<file path="src/hdl/block_range_add_range_sum_core_defines.svh">
// ----------------------------------------------------------------------------
// block range add / range sum core: assertion macros
// shared concurrent assertion forms used by the rtl files
// ----------------------------------------------------------------------------
`ifndef BLOCK_RANGE_ADD_RANGE_SUM_CORE_DEFINES_SVH
`define BLOCK_RANGE_ADD_RANGE_SUM_CORE_DEFINES_SVH

// same-cycle implication
`define RASD_ASSERT_IMPLY(name, clk_s, rstn_s, ante, cons) \
    name: assert property (@(posedge clk_s) disable iff (!rstn_s) (ante) |-> (cons)) \
        else $error("rasd assertion failed");

// next-cycle implication
`define RASD_ASSERT_NEXT(name, clk_s, rstn_s, ante, cons) \
    name: assert property (@(posedge clk_s) disable iff (!rstn_s) (ante) |=> (cons)) \
        else $error("rasd assertion failed");

`endif

</file>
<file path="src/hdl/rasd_ram.sv">
// ----------------------------------------------------------------------------
// rasd_ram
// generic simple dual-port ram, one write port, one registered read port
// ----------------------------------------------------------------------------
`default_nettype none

module rasd_ram #(
    parameter int WIDTH = 64,
    parameter int DEPTH = 64
) (
    input  wire logic                     clk,
    input  wire logic                     we,
    input  wire logic [$clog2(DEPTH)-1:0] waddr,
    input  wire logic [WIDTH-1:0]         wdata,
    input  wire logic                     re,
    input  wire logic [$clog2(DEPTH)-1:0] raddr,
    output logic      [WIDTH-1:0]         rdata
);

    logic [WIDTH-1:0] mem [DEPTH];

    always_ff @(posedge clk)
    begin
        if (we)
        begin
            mem[waddr] <= wdata;
        end
        if (re)
        begin
            rdata <= mem[raddr];
        end
    end

endmodule

`default_nettype wire

</file>
<file path="config.mk">
export PLATFORM = sky130hd
export DESIGN_NAME = rasd_ram
export DESIGN_NICKNAME = d
export VERILOG_FILES = /design/src/hdl/block_range_add_range_sum_core_defines.svh /design/src/hdl/rasd_ram.sv
export SDC_FILE = /design/constraint.sdc
export NUM_CORES = 2
export LEC_CHECK = 0
export BUFFER_PORTS_ARGS = -buffer_cell sky130_fd_sc_hd__buf_4
export CAP_MARGIN = 5
export CORE_MARGIN = 1.5
export CORE_UTILIZATION = 50
export CTS_CLUSTER_SIZE = 40
export DETAILED_ROUTE_END_ITERATION = 10
export PLACE_DENSITY_LB_ADDON = 0.12
export SYNTH_ARGS = -nofsm -noshare
export SYNTH_HDL_FRONTEND = slang
export SYNTH_SLANG_ARGS = --single-unit
</file>
<file path="constraint.sdc">
create_clock -name clk -period 19.75 [get_ports clk]
set_clock_uncertainty 0.2 [all_clocks]
set_input_delay 3.95 -clock clk [delete_from_list [all_inputs] [get_ports clk]]
set_output_delay 3.95 -clock clk [all_outputs]
set_load 0.01 [all_outputs]
</file>
==> results.txt <==
The flow ran to the end, and the final reports show no timing, DRC or antenna violations. The wire length per cell is 37.9 µm. After global routing, the most crowded layer is met2.

The max-slew violation count is 0. Setup repair after global routing left no endpoint under its margin. The total CTS buffers came out at 422. The routed layout has 75700 vias. The number of gates given a new drive strength after cts came out at 0. In this run the tool buffered the top-level ports with 142 buffer cells. The number of clock sinks came out at 4160.

The die outline area is 0.317 mm². The worst pin sits at a relative slew slack of 0.141. The number of hold-slack violations in the final timing report is 0.

The sequential share of the synthesized area came out at 0.796. The number of global-route vias before repair came out at 75900. The worst endpoint data arrival time is 8.75 ns. The distinct cell type count of the synthesized netlist is 32. The post-place setup slack came out at 10.29 ns. The register bit count reported by yosys is 4160. The area taken by flip-flops and latches came out at 0.125 mm². The synthesized net count came out at 6677. STA puts the critical path data required time at 20.25 ns. The number of setup buffers added after CTS is 0. The number of DRC violations after detailed routing is 0.

The maximum frequency from static timing analysis is 121 MHz. The cell count after synthesis is 6598. The mean instance size in the synthesized netlist came out at 23.8 µm².

In this run the remaining antenna-violating nets after routing total 0. The number of max-cap violations came out at 0. The count of filler cells inserted in the layout came out at 22500.

The final worst slack is 11.50 ns. The top-level port count came out at 143. The async set-reset flop share out of synthesis is 0. The maximum ir drop on the vdd rail came out at 97.4 µV. The met2 usage in global routing came out at 0.436. The effective utilization at floorplan came out at 0.503. The area used by multi-input combinational logic came out at 0.0308 mm². The core region is 0.312 mm².

The count of routing violations after the opening detailed-route iteration is 10800. The path class of the lowest-slack min-delay path is reg -> reg. The count of warnings emitted by yosys came out at 0. The worst setup path is captured at a flip-flop.

The width of the die is 563 µm. The last weighted congestion value of the routability-driven placer is 0.775. At the pin with the least slew margin, the transition time is 1.29 ns. Yosys mapped a number of flops with a built-in enable equal to 4160. The cts-stage hold buffer count came out at 0. The final layout net count came out at 7074. In the routed layout, each cell is associated on average with a via count of 6.58. The initialized floorplan defines 205 standard-cell rows. The netlist area before placement came out at 0.157 mm². The initial antenna violation count is 28. Entering global routing, the biggest net connects 133 pins. The most instantiated flip-flop cell in the synthesis netlist is sky130_fd_sc_hd__edfxtp_1. The first TritonRoute pass finished after 6 iterations. The power density over the cells came out at 104 mW/mm². For met1 alone, demand over resource in global routing was 0.406.

The insertion delay to the later sink of the worst-skew pair is 0.98 ns. The setup path with the least slack is of type in -> reg. For met3 alone, demand over resource in global routing was 0.0428. The post-synthesis to final-layout area growth came out at 12.8%. After global routing the overflow that remains totals 0. TritonCTS built the clock tree. Counting along the longest clock path gives a buffer depth of 4.

Of the available clock period, the critical path in the final layout requires 0.418. The first-pass GRT wire length came out at 603 mm. The clock-pin transition on the worst setup and hold timing paths came out at 0.06 ns. The total negative setup slack is 0 ns. The final setup violation count is 0. The root buffer cell chosen for the clock tree is sky130_fd_sc_hd__clkbuf_16. The routed wire length is 436 mm. In this run the worst path has a maximum fanout of 91. The H-tree depth reported by CTS came out at 5. The floorplan step set the die height to 563 µm. The final critical delay including setup and external delays came out at 8.25 ns. The worst setup path is launched from a primary input. The half-perimeter wire length after detailed placement is 224 mm.

The overall power is 18.4 mW. The ratio of cells with drive above 1 in the final layout is 0.281. The analysis attributes to cell leakage a power of 55.0 nW. The all-layer global routing usage is 0.276.
[kinds of logic (layout without fill, tap and decap cells)]
| family | after synthesis | in the layout | synth area share |
|---|---|---|---|
| compound gates | 504 | 504 | 0.0247 |
| buf+inv | 389 | 1143 | 0.0118 |
| flops | 4160 | 4160 | 0.796 |
| mux | 1159 | 1159 | 0.156 |
| other cells | 0 | 12 | 0 |
| simple gates | 386 | 386 | 0.0123 |
[per-layer routing]
layer	part of all wire	routed length, µm
met5	0.00013	55
met4	0.025	11000
met3	0.087	38100
met2	0.48	210000
met1	0.41	177000
[cell usage in the layout, fill, tap and decap left out, types with 7 or more instances in the layout]
master,count
sky130_fd_sc_hd__clkbuf_16,423
sky130_fd_sc_hd__a31oi_1,18
sky130_fd_sc_hd__o221ai_1,38
sky130_fd_sc_hd__a2bb2oi_1,19
sky130_fd_sc_hd__nand2b_1,9
sky130_fd_sc_hd__buf_4,331
sky130_fd_sc_hd__inv_6,8
sky130_fd_sc_hd__clkinvlp_4,14
sky130_fd_sc_hd__bufinv_16,36
sky130_fd_sc_hd__clkinv_16,7
sky130_fd_sc_hd__a22o_1,88
sky130_fd_sc_hd__o22ai_1,83
sky130_fd_sc_hd__nor2b_1,24
sky130_fd_sc_hd__clkbuf_1,83
sky130_fd_sc_hd__nor2_4,65
sky130_fd_sc_hd__clkinv_2,89
sky130_fd_sc_hd__clkinv_1,109
sky130_fd_sc_hd__mux2i_1,135
sky130_fd_sc_hd__or3_1,29
sky130_fd_sc_hd__or2_2,28
sky130_fd_sc_hd__nand2_1,54
sky130_fd_sc_hd__edfxtp_1,4160
sky130_fd_sc_hd__a41oi_1,26
sky130_fd_sc_hd__nand3_1,45
sky130_fd_sc_hd__a22oi_1,168
sky130_fd_sc_hd__buf_12,9
sky130_fd_sc_hd__diode_2,12
sky130_fd_sc_hd__and3_1,64
sky130_fd_sc_hd__mux4_2,1024
sky130_fd_sc_hd__nor2_1,47
sky130_fd_sc_hd__a211oi_1,63
sky130_fd_sc_hd__inv_1,19
[flip-flops by register name (all words and copies together) (netlist names)]
name   cells
rdata     64
mem     4096
[final cells by class]
cell class | instances | share of cell area
inverter | 19 | 0.000403
clock inverter | 275 | 0.0142
clock buffer | 506 | 0.0615
timing repair buffer | 343 | 0.0154
sequential | 4160 | 0.705
tap | 4140 | 0.0292
antenna | 12 | 0.000170
multi-input combinational | 2049 | 0.174
[worst max-delay path, cell delays in order]
cell,delay (ns)
sky130_fd_sc_hd__buf_16,0.45
sky130_fd_sc_hd__buf_4,0.70
sky130_fd_sc_hd__buf_4,0.67
sky130_fd_sc_hd__buf_4,0.68
sky130_fd_sc_hd__buf_4,0.82
sky130_fd_sc_hd__mux4_2,0.58
sky130_fd_sc_hd__nor2b_1,0.14
sky130_fd_sc_hd__a211oi_1,0.28
sky130_fd_sc_hd__o22ai_1,0.15
sky130_fd_sc_hd__and3_1,0.17
[report_power, final]
group	internal, mW	switching, mW	leakage (nW)	total (mW)
registers	9.80	0.0336	37.5	9.83
clock network	4.41	3.37	6.55	7.78
logic	0.305	0.510	11.0	0.815
[per-stage QoR]
stage               instance area (µm²)  hold WS, ns  utilization  std cells
finish                           177000        0.715        0.567      11500
global route                     177000        0.751        0.567      11500
CTS                              177000        0.721        0.567      11500
detailed placement               164000        0.705        0.524      10700
global placement                 164000        0.693        0.524      10700
floorplan                        157000        0.665            -       6598
[path summary, 6_finish.rpt]
| path | start | end | slack (ns) | cells after the start |
|---|---|---|---|---|
| setup / recovery | raddr[0] | rdata[46] | 11.50 | 10 |
| hold / removal | mem[52][32] | rdata[32] | 0.72 | 4 |
| setup reg to reg | mem[10][12] | rdata[12] | 17.28 | 5 |
| hold reg to reg | mem[52][32] | rdata[32] | 0.72 | 4 |
[synthesized netlist by cell type, drive strengths merged (58+ instances only)]
| cell | n | area, µm² |
|---|---|---|
| a211oi | 63 | 473 |
| a22oi | 168 | 1260 |
| buf | 230 | 1250 |
| and3 | 64 | 400 |
| nand2 | 58 | 218 |
| edfxtp | 4160 | 125000 |
| a22o | 88 | 771 |
| nor2 | 112 | 420 |
| o22ai | 83 | 519 |
| mux2i | 135 | 1350 |
| clkbuf | 140 | 526 |
| mux4 | 1024 | 23100 |
Power figures use the tool's default switching activity.
