## config.mk

```make
export PLATFORM = sky130hd
export DESIGN_NAME = rasd_alu
export DESIGN_NICKNAME = d
export VERILOG_FILES = /design/src/hdl/block_range_add_range_sum_core_defines.svh /design/src/hdl/rasd_pkg.sv /design/src/hdl/rasd_alu.sv
export SDC_FILE = /design/constraint.sdc
export NUM_CORES = 2
export LEC_CHECK = 0
export BUFFER_PORTS_ARGS = -buffer_cell sky130_fd_sc_hd__buf_2
export CORE_AREA = 2 2 147 293
export DETAILED_ROUTE_END_ITERATION = 6
export DIE_AREA = 0 0 149 295
export GPL_ROUTABILITY_DRIVEN = 0
export PLACE_DENSITY_LB_ADDON = 0.2
export RECOVER_POWER = 100
export SLEW_MARGIN = 40
export SYNTH_ARGS = -nofsm -noshare
export SYNTH_HDL_FRONTEND = slang
export SYNTH_SLANG_ARGS = --single-unit
```

## constraint.sdc

```tcl
create_clock -name clk -period 7.35 [get_ports clk]
set_clock_uncertainty 0.15 [all_clocks]
set_input_delay 0.735 -clock clk [delete_from_list [all_inputs] [get_ports clk]]
set_output_delay 0.735 -clock clk [all_outputs]
set_load 0.05 [all_outputs]
```

## src/hdl/block_range_add_range_sum_core_defines.svh

```systemverilog
// ----------------------------------------------------------------------------
// block range add / range sum core: assertion macros
// shared concurrent assertion forms used by the rtl files
// ----------------------------------------------------------------------------
`ifndef BLOCK_RANGE_ADD_RANGE_SUM_CORE_DEFINES_SVH
`define BLOCK_RANGE_ADD_RANGE_SUM_CORE_DEFINES_SVH

// same-cycle implication
`define RASD_ASSERT_IMPLY(name, clk_s, rstn_s, ante, cons) \
    name: assert property (@(posedge clk_s) disable iff (!rstn_s) (ante) |-> (cons)) \
        else $error("rasd assertion failed");

// next-cycle implication
`define RASD_ASSERT_NEXT(name, clk_s, rstn_s, ante, cons) \
    name: assert property (@(posedge clk_s) disable iff (!rstn_s) (ante) |=> (cons)) \
        else $error("rasd assertion failed");

`endif

```

## src/hdl/rasd_pkg.sv

```systemverilog
// ----------------------------------------------------------------------------
// rasd_pkg
// shared types and constants of the block range add / range sum core
// ----------------------------------------------------------------------------
`default_nettype none

package rasd_pkg;

    localparam int CAPACITY_DEF   = 4096;
    localparam int BLOCK_SIZE_DEF = 64;
    localparam int NUM_BLOCKS_DEF = 64;

    localparam int COUNT_W   = 13;
    localparam int INDEX_W   = 12;
    localparam int OPERAND_W = 32;
    localparam int DATA_W    = 64;

    localparam logic [COUNT_W-1:0] COUNT_RESET = 13'd4096;

    localparam logic [1:0] REQ_SET   = 2'd0;
    localparam logic [1:0] REQ_ADD   = 2'd1;
    localparam logic [1:0] REQ_QUERY = 2'd2;

    typedef struct packed {
        logic [1:0]                  req_type;
        logic [INDEX_W-1:0]          left_index;
        logic [INDEX_W-1:0]          right_index;
        logic signed [OPERAND_W-1:0] operand_value;
    } req_t;

    typedef struct packed {
        logic signed [DATA_W-1:0] range_sum;
        logic                     range_error;
    } result_t;

    typedef enum logic [1:0] {
        ALU_ADD,
        ALU_SUB,
        ALU_MUL,
        ALU_ACC
    } alu_op_t;

    typedef struct packed {
        logic              en;
        alu_op_t           op;
        logic [DATA_W-1:0] a;
        logic [DATA_W-1:0] b;
    } alu_req_t;

endpackage

`default_nettype wire

```

## src/hdl/rasd_alu.sv

```systemverilog
// ----------------------------------------------------------------------------
// rasd_alu
// shared 64-bit add / subtract / short multiply / accumulate unit with registered result
// ----------------------------------------------------------------------------
`default_nettype none

module rasd_alu #(
    parameter int MUL_W = 7
) (
    input  wire logic                      clk,
    input  wire rasd_pkg::alu_req_t        req,
    output logic [rasd_pkg::DATA_W-1:0]    y
);

    always_ff @(posedge clk)
    begin
        if (req.en)
        begin
            case (req.op)
                rasd_pkg::ALU_ADD: y <= req.a + req.b;
                rasd_pkg::ALU_SUB: y <= req.a - req.b;
                // multiplier is only as wide as a block element count
                rasd_pkg::ALU_MUL: y <= rasd_pkg::DATA_W'(req.a * req.b[MUL_W-1:0]);
                rasd_pkg::ALU_ACC: y <= y + req.b;
                default:           y <= y;
            endcase
        end
    end

endmodule

`default_nettype wire

```

==> flow_summary.html <==
<table>
<tr><th>Metric</th><th>Value</th></tr>
<tr><th colspan="2">Yosys</th></tr>
<tr><td>Post-Synth XOR/XNOR Area</td><td>6.35%</td></tr>
<tr><td>Biggest area consumer among synthesized cells</td><td>sky130_fd_sc_hd__fa_1</td></tr>
<tr><td>Number of enable flip-flop cells after synthesis</td><td>64</td></tr>
<tr><td>Number of library cell types mapped by synthesis</td><td>87</td></tr>
<tr><td>Simple-Gate Fraction of Synth Area</td><td>19.8%</td></tr>
<tr><td>Compound-cell area share of the yosys netlist</td><td>20.7%</td></tr>
<tr><td>Seq/Total Area, Yosys</td><td>7.74%</td></tr>
<tr><td>Number of standard cells after synthesis</td><td>3081</td></tr>
<tr><td>Post-synth top area share</td><td>23.7%</td></tr>
<tr><td>Mapped cell area</td><td>24800 um2</td></tr>
<tr><td>Number of register bits inferred by synthesis</td><td>64</td></tr>
<tr><td>Synth Area per Inst</td><td>8.05 um2</td></tr>
<tr><td>Fraction of registers with async set/reset</td><td>0%</td></tr>
<tr><td>Library cell with the highest instance count after synthesis</td><td>sky130_fd_sc_hd__inv_1</td></tr>
<tr><td>Number of warnings printed during yosys synthesis</td><td>0</td></tr>
<tr><td>Multiplexer area fraction after synthesis</td><td>2.97%</td></tr>
<tr><td>Prevailing post-synth register cell</td><td>sky130_fd_sc_hd__edfxtp_1</td></tr>
<tr><td>Top cell types by occurrence after synthesis</td><td>sky130_fd_sc_hd__inv_1 (381), sky130_fd_sc_hd__and2_1 (327), sky130_fd_sc_hd__fa_1 (294)</td></tr>
<tr><td>Post-synthesis adder-cell area fraction</td><td>34.1%</td></tr>
<tr><td>Net count after synthesis</td><td>3713</td></tr>
<tr><td>Combinational family with the most area after synthesis</td><td>adder cells</td></tr>
<tr><td>Cells taking the most area after synthesis</td><td>sky130_fd_sc_hd__fa_1 (24%), sky130_fd_sc_hd__ha_1 (10%), sky130_fd_sc_hd__and2_1 (8.2%), sky130_fd_sc_hd__edfxtp_1 (7.7%), sky130_fd_sc_hd__inv_1 (5.8%)</td></tr>
<tr><th colspan="2">Worst hold path</th></tr>
<tr><td>Min-delay worst type</td><td>register to register</td></tr>
<tr><th colspan="2">Placed design</th></tr>
<tr><td>Count of input and output buffers</td><td>195</td></tr>
<tr><td># placed instances</td><td>3679</td></tr>
<tr><td>Instance area at placement</td><td>26100 um2</td></tr>
<tr><td>DP Wirelength</td><td>74000 um</td></tr>
<tr><th colspan="2">GRT</th></tr>
<tr><td>Vias in the first global route</td><td>25.8k</td></tr>
<tr><td>Grt peak-use layer</td><td>met2</td></tr>
<tr><td>Largest net degree at the start of global routing</td><td>61</td></tr>
<tr><td>Met1 routing resource usage after global routing</td><td>38.9%</td></tr>
<tr><td>GR Overflow Total</td><td>0</td></tr>
<tr><td>Met3 track demand over resource in global routing</td><td>11.6%</td></tr>
<tr><td>Global-route wire length before repair</td><td>141000 um</td></tr>
<tr><td>Global-route track usage on met2</td><td>72.9%</td></tr>
<tr><td>Overall global routing resource usage</td><td>42.7%</td></tr>
<tr><td>Number of antenna violations at the first check in global routing</td><td>12</td></tr>
<tr><th colspan="2">Critical path</th></tr>
<tr><td>CP Data Required Time</td><td>7.32 ns</td></tr>
<tr><td>CP Launch Type</td><td>input port</td></tr>
<tr><td>Largest fanout on the critical path</td><td>26</td></tr>
<tr><td>Arrival time reported for the critical path endpoint</td><td>7.02 ns</td></tr>
<tr><td>Element type at the critical path end</td><td>register</td></tr>
<tr><td>Setup CP Type</td><td>input port to register</td></tr>
<tr><td>Worst path most repeated cell</td><td>sky130_fd_sc_hd__fa_1</td></tr>
<tr><td>Critical path's slowest cell</td><td>sky130_fd_sc_hd__a211oi_1</td></tr>
<tr><td>CP peak stage delay</td><td>0.66 ns</td></tr>
<tr><td>Critical Path, Cell by Cell</td><td>buf_2 -&gt; buf_4 -&gt; and2_0 -&gt; fa_1 -&gt; fa_1 -&gt; fa_1 -&gt; inv_1 -&gt; fa_1 -&gt; inv_1 -&gt; ha_1 -&gt; and3_1 -&gt; nand4_1 -&gt; a211oi_1 -&gt; clkbuf_1 -&gt; or2_2 -&gt; a31oi_1 -&gt; nor3_1 -&gt; nor2_1 -&gt; xnor2_1 -&gt; a221oi_1 -&gt; a21oi_1</td></tr>
<tr><th colspan="2">Timing</th></tr>
<tr><td>Setup repair after global routing missed its margin</td><td>no</td></tr>
<tr><td>Upper clock frequency limit</td><td>142 MHz</td></tr>
<tr><td>Count of final max-slew check failures</td><td>123</td></tr>
<tr><td>Setup Viol. Count Final</td><td>0</td></tr>
<tr><td>Relative max-transition margin</td><td>-123%</td></tr>
<tr><td>Ratio of final minimum period to clock period</td><td>95.9%</td></tr>
<tr><td>Slew @ Worst Pin</td><td>3.34 ns</td></tr>
<tr><td>Final critical delay including setup and external delays</td><td>7.05 ns</td></tr>
<tr><td>TNS Setup</td><td>0 ns</td></tr>
<tr><td>Count of final hold-check violations</td><td>0</td></tr>
<tr><th colspan="2">Layout</th></tr>
<tr><td>Final layout net count</td><td>3784</td></tr>
<tr><td>Registers with the most flip-flops</td><td>y (64)</td></tr>
<tr><td>Number of flip-flops under the largest register name</td><td>64</td></tr>
<tr><td>Top register by number of flip-flops</td><td>y</td></tr>
<tr><td>Layout overhead on the synthesized area</td><td>6.00%</td></tr>
<tr><td>Final instance count without filler cells</td><td>3704</td></tr>
<tr><td>Final instance area</td><td>26300 um2</td></tr>
<tr><td>Fraction of final layout cells sized beyond drive strength 1</td><td>8.05%</td></tr>
<tr><th colspan="2">Detailed routing</th></tr>
<tr><td>Total wirelength of the detailed-routed design</td><td>92500 um</td></tr>
<tr><td>DRC violation count after routing</td><td>0</td></tr>
<tr><td>Average via count per standard cell</td><td>6.62</td></tr>
<tr><td>WL/cell</td><td>25.0 um</td></tr>
<tr><td>Overall via count from detail_route</td><td>24.5k</td></tr>
<tr><td>Number of antenna-violating nets in the routed design</td><td>0</td></tr>
<tr><td>Detailed Route Iter0 Violations</td><td>2045</td></tr>
<tr><td>Length of the first detailed-routing pass in iterations</td><td>6</td></tr>
<tr><th colspan="2">Clock tree</th></tr>
<tr><td>Maximum buffer depth of the clock tree</td><td>2</td></tr>
<tr><td>Number of buffers created by CTS</td><td>9</td></tr>
<tr><td>TritonCTS clock tree</td><td>yes</td></tr>
<tr><td>Clock slew at the register clock pins of the worst setup and hold paths</td><td>0.07 ns</td></tr>
<tr><td>H-tree levels</td><td>3</td></tr>
<tr><td>Cts hold-fix bufs</td><td>0</td></tr>
<tr><td>Clock Latency Late Sink</td><td>0.40 ns</td></tr>
<tr><td>Buffer cell driving the clock tree root</td><td>sky130_fd_sc_hd__clkbuf_16</td></tr>
<tr><td>Clock net sink count</td><td>64</td></tr>
<tr><td>Number of cells upsized or downsized after cts</td><td>0</td></tr>
<tr><td>Total setup buffers inserted after CTS</td><td>0</td></tr>
<tr><th colspan="2">Floorplanning</th></tr>
<tr><td>Chip height</td><td>295 um</td></tr>
<tr><td>Die area</td><td>44000 um2</td></tr>
<tr><td>Core region area</td><td>41600 um2</td></tr>
<tr><td>Floorplan row count</td><td>106</td></tr>
<tr><td>Die span in x</td><td>149 um</td></tr>
<tr><td>Initial cell density of the core</td><td>59.6%</td></tr>
<tr><td># IOs</td><td>196</td></tr>
<tr><th colspan="2">Power and ir drop</th></tr>
<tr><td>Worst supply voltage drop on vdd</td><td>0.224 mV</td></tr>
<tr><td>Pwr per Cell Area</td><td>306 nW/um2</td></tr>
<tr><td>Static leakage power</td><td>12.4 nW</td></tr>
<tr><th colspan="2">Run</th></tr>
<tr><td>Max-capacitance violation count</td><td>3</td></tr>
<tr><th colspan="2">Status</th></tr>
<tr><td>Result of the run</td><td>finished, violations left</td></tr>
<tr><td>Failing checks</td><td>capacitance limit, slew limit</td></tr>
</table>
==> worst paths after layout <==
kind	from	endpoint	slack, ns	depth (start not counted)
max	req[2]	y[42]$_DFFE_PP_	0.30	21
min reg2reg	y[0]$_DFFE_PP_	y[0]$_DFFE_PP_	0.70	5
min	y[0]$_DFFE_PP_	y[0]$_DFFE_PP_	0.70	5
max reg2reg	y[6]$_DFFE_PP_	y[63]$_DFFE_PP_	2.33	13
==> worst max-delay path: cells and delay by family <==
kind | cells | cell delay, ns
XOR/XNOR | 1 | 0.14
buffers and inverters | 5 | 1.15
AO/OA/AOI/OAI | 4 | 1.43
AND/OR/NAND/NOR | 6 | 1.23
adder cells (fa/ha/maj) | 5 | 2.32
==> metal layers <==
| metal | up-vias | share of wire (%) |
|---|---|---|
| li1 | 10600 | - |
| met1 | 11700 | 30 |
| met2 | 1519 | 49 |
| met3 | 694 | 8.1 |
| met4 | 8 | 13 |
| met5 | - | 0.11 |
==> area by class of cell <==
class | instances | area (um2)
Multi-Input combinational cell | 2474 | 20900
Clock inverter | 7 | 71.3
Inverter | 382 | 1430
Fill cell | 3787 | 15300
Timing Repair Buffer | 221 | 1080
Sequential cell | 64 | 1920
Tap cell | 540 | 676
Antenna cell | 7 | 17.5
Clock buffer | 9 | 225
==> placed cells by master, fill, tap and decap left out, types with 20 or more instances in the layout <==
cell and count:
sky130_fd_sc_hd__ha_1 204, sky130_fd_sc_hd__nand2b_1 20, sky130_fd_sc_hd__clkbuf_1 71, sky130_fd_sc_hd__edfxtp_1 64, sky130_fd_sc_hd__nand2_1 263, sky130_fd_sc_hd__o21ai_0 104
sky130_fd_sc_hd__fa_1 294, sky130_fd_sc_hd__nand4_1 61, sky130_fd_sc_hd__a211oi_1 22, sky130_fd_sc_hd__nor3_1 25, sky130_fd_sc_hd__a21oi_1 273, sky130_fd_sc_hd__xor2_1 68
sky130_fd_sc_hd__o21bai_1 38, sky130_fd_sc_hd__o21ai_1 25, sky130_fd_sc_hd__nor2b_1 24, sky130_fd_sc_hd__mux2_2 62, sky130_fd_sc_hd__a31oi_1 27, sky130_fd_sc_hd__buf_2 130
sky130_fd_sc_hd__inv_1 381, sky130_fd_sc_hd__a21o_1 113, sky130_fd_sc_hd__nor2_1 113, sky130_fd_sc_hd__nand3_1 35, sky130_fd_sc_hd__and3_1 30, sky130_fd_sc_hd__a221oi_1 46
sky130_fd_sc_hd__and2_1 323, sky130_fd_sc_hd__o21a_1 22, sky130_fd_sc_hd__xnor2_1 112
==> power by group <==
| part | switching (W) | internal (W) | leakage [nW] |
|---|---|---|---|
| sequential | 0.0000623 | 0.000539 | 0.636 |
| combinational | 0.00446 | 0.00249 | 11.6 |
| clock | 0.000243 | 0.000264 | 0.140 |
==> through the flow <==
step / total power (W) / setup WS [ns] / utilization [%] / hold slack, ns
4_1_cts: 0.00789 / 0.571 / 63.3 / 0.697
5_1_grt: 0.00861 / 0.170 / 63.1 / 0.743
6_report: 0.00806 / 0.299 / 63.2 / 0.698
2_1_floorplan: 0.00542 / 1.38 / - / 0.697
3_3_place_gp: 0.00725 / 0.381 / 62.5 / 0.661
3_5_place_dp: 0.00735 / 0.182 / 62.6 / 0.678
==> cell families after synthesis <==
kind of cell | Yosys count
muxes | 66
adders and majority gates | 500
buffers and inverters | 543
xor gates and xnor gates | 180
and+or+nand+nor | 938
AOI/OAI and AO/OA | 790
DFF | 64
No activity file was read; power rests on OpenSTA's default activity.
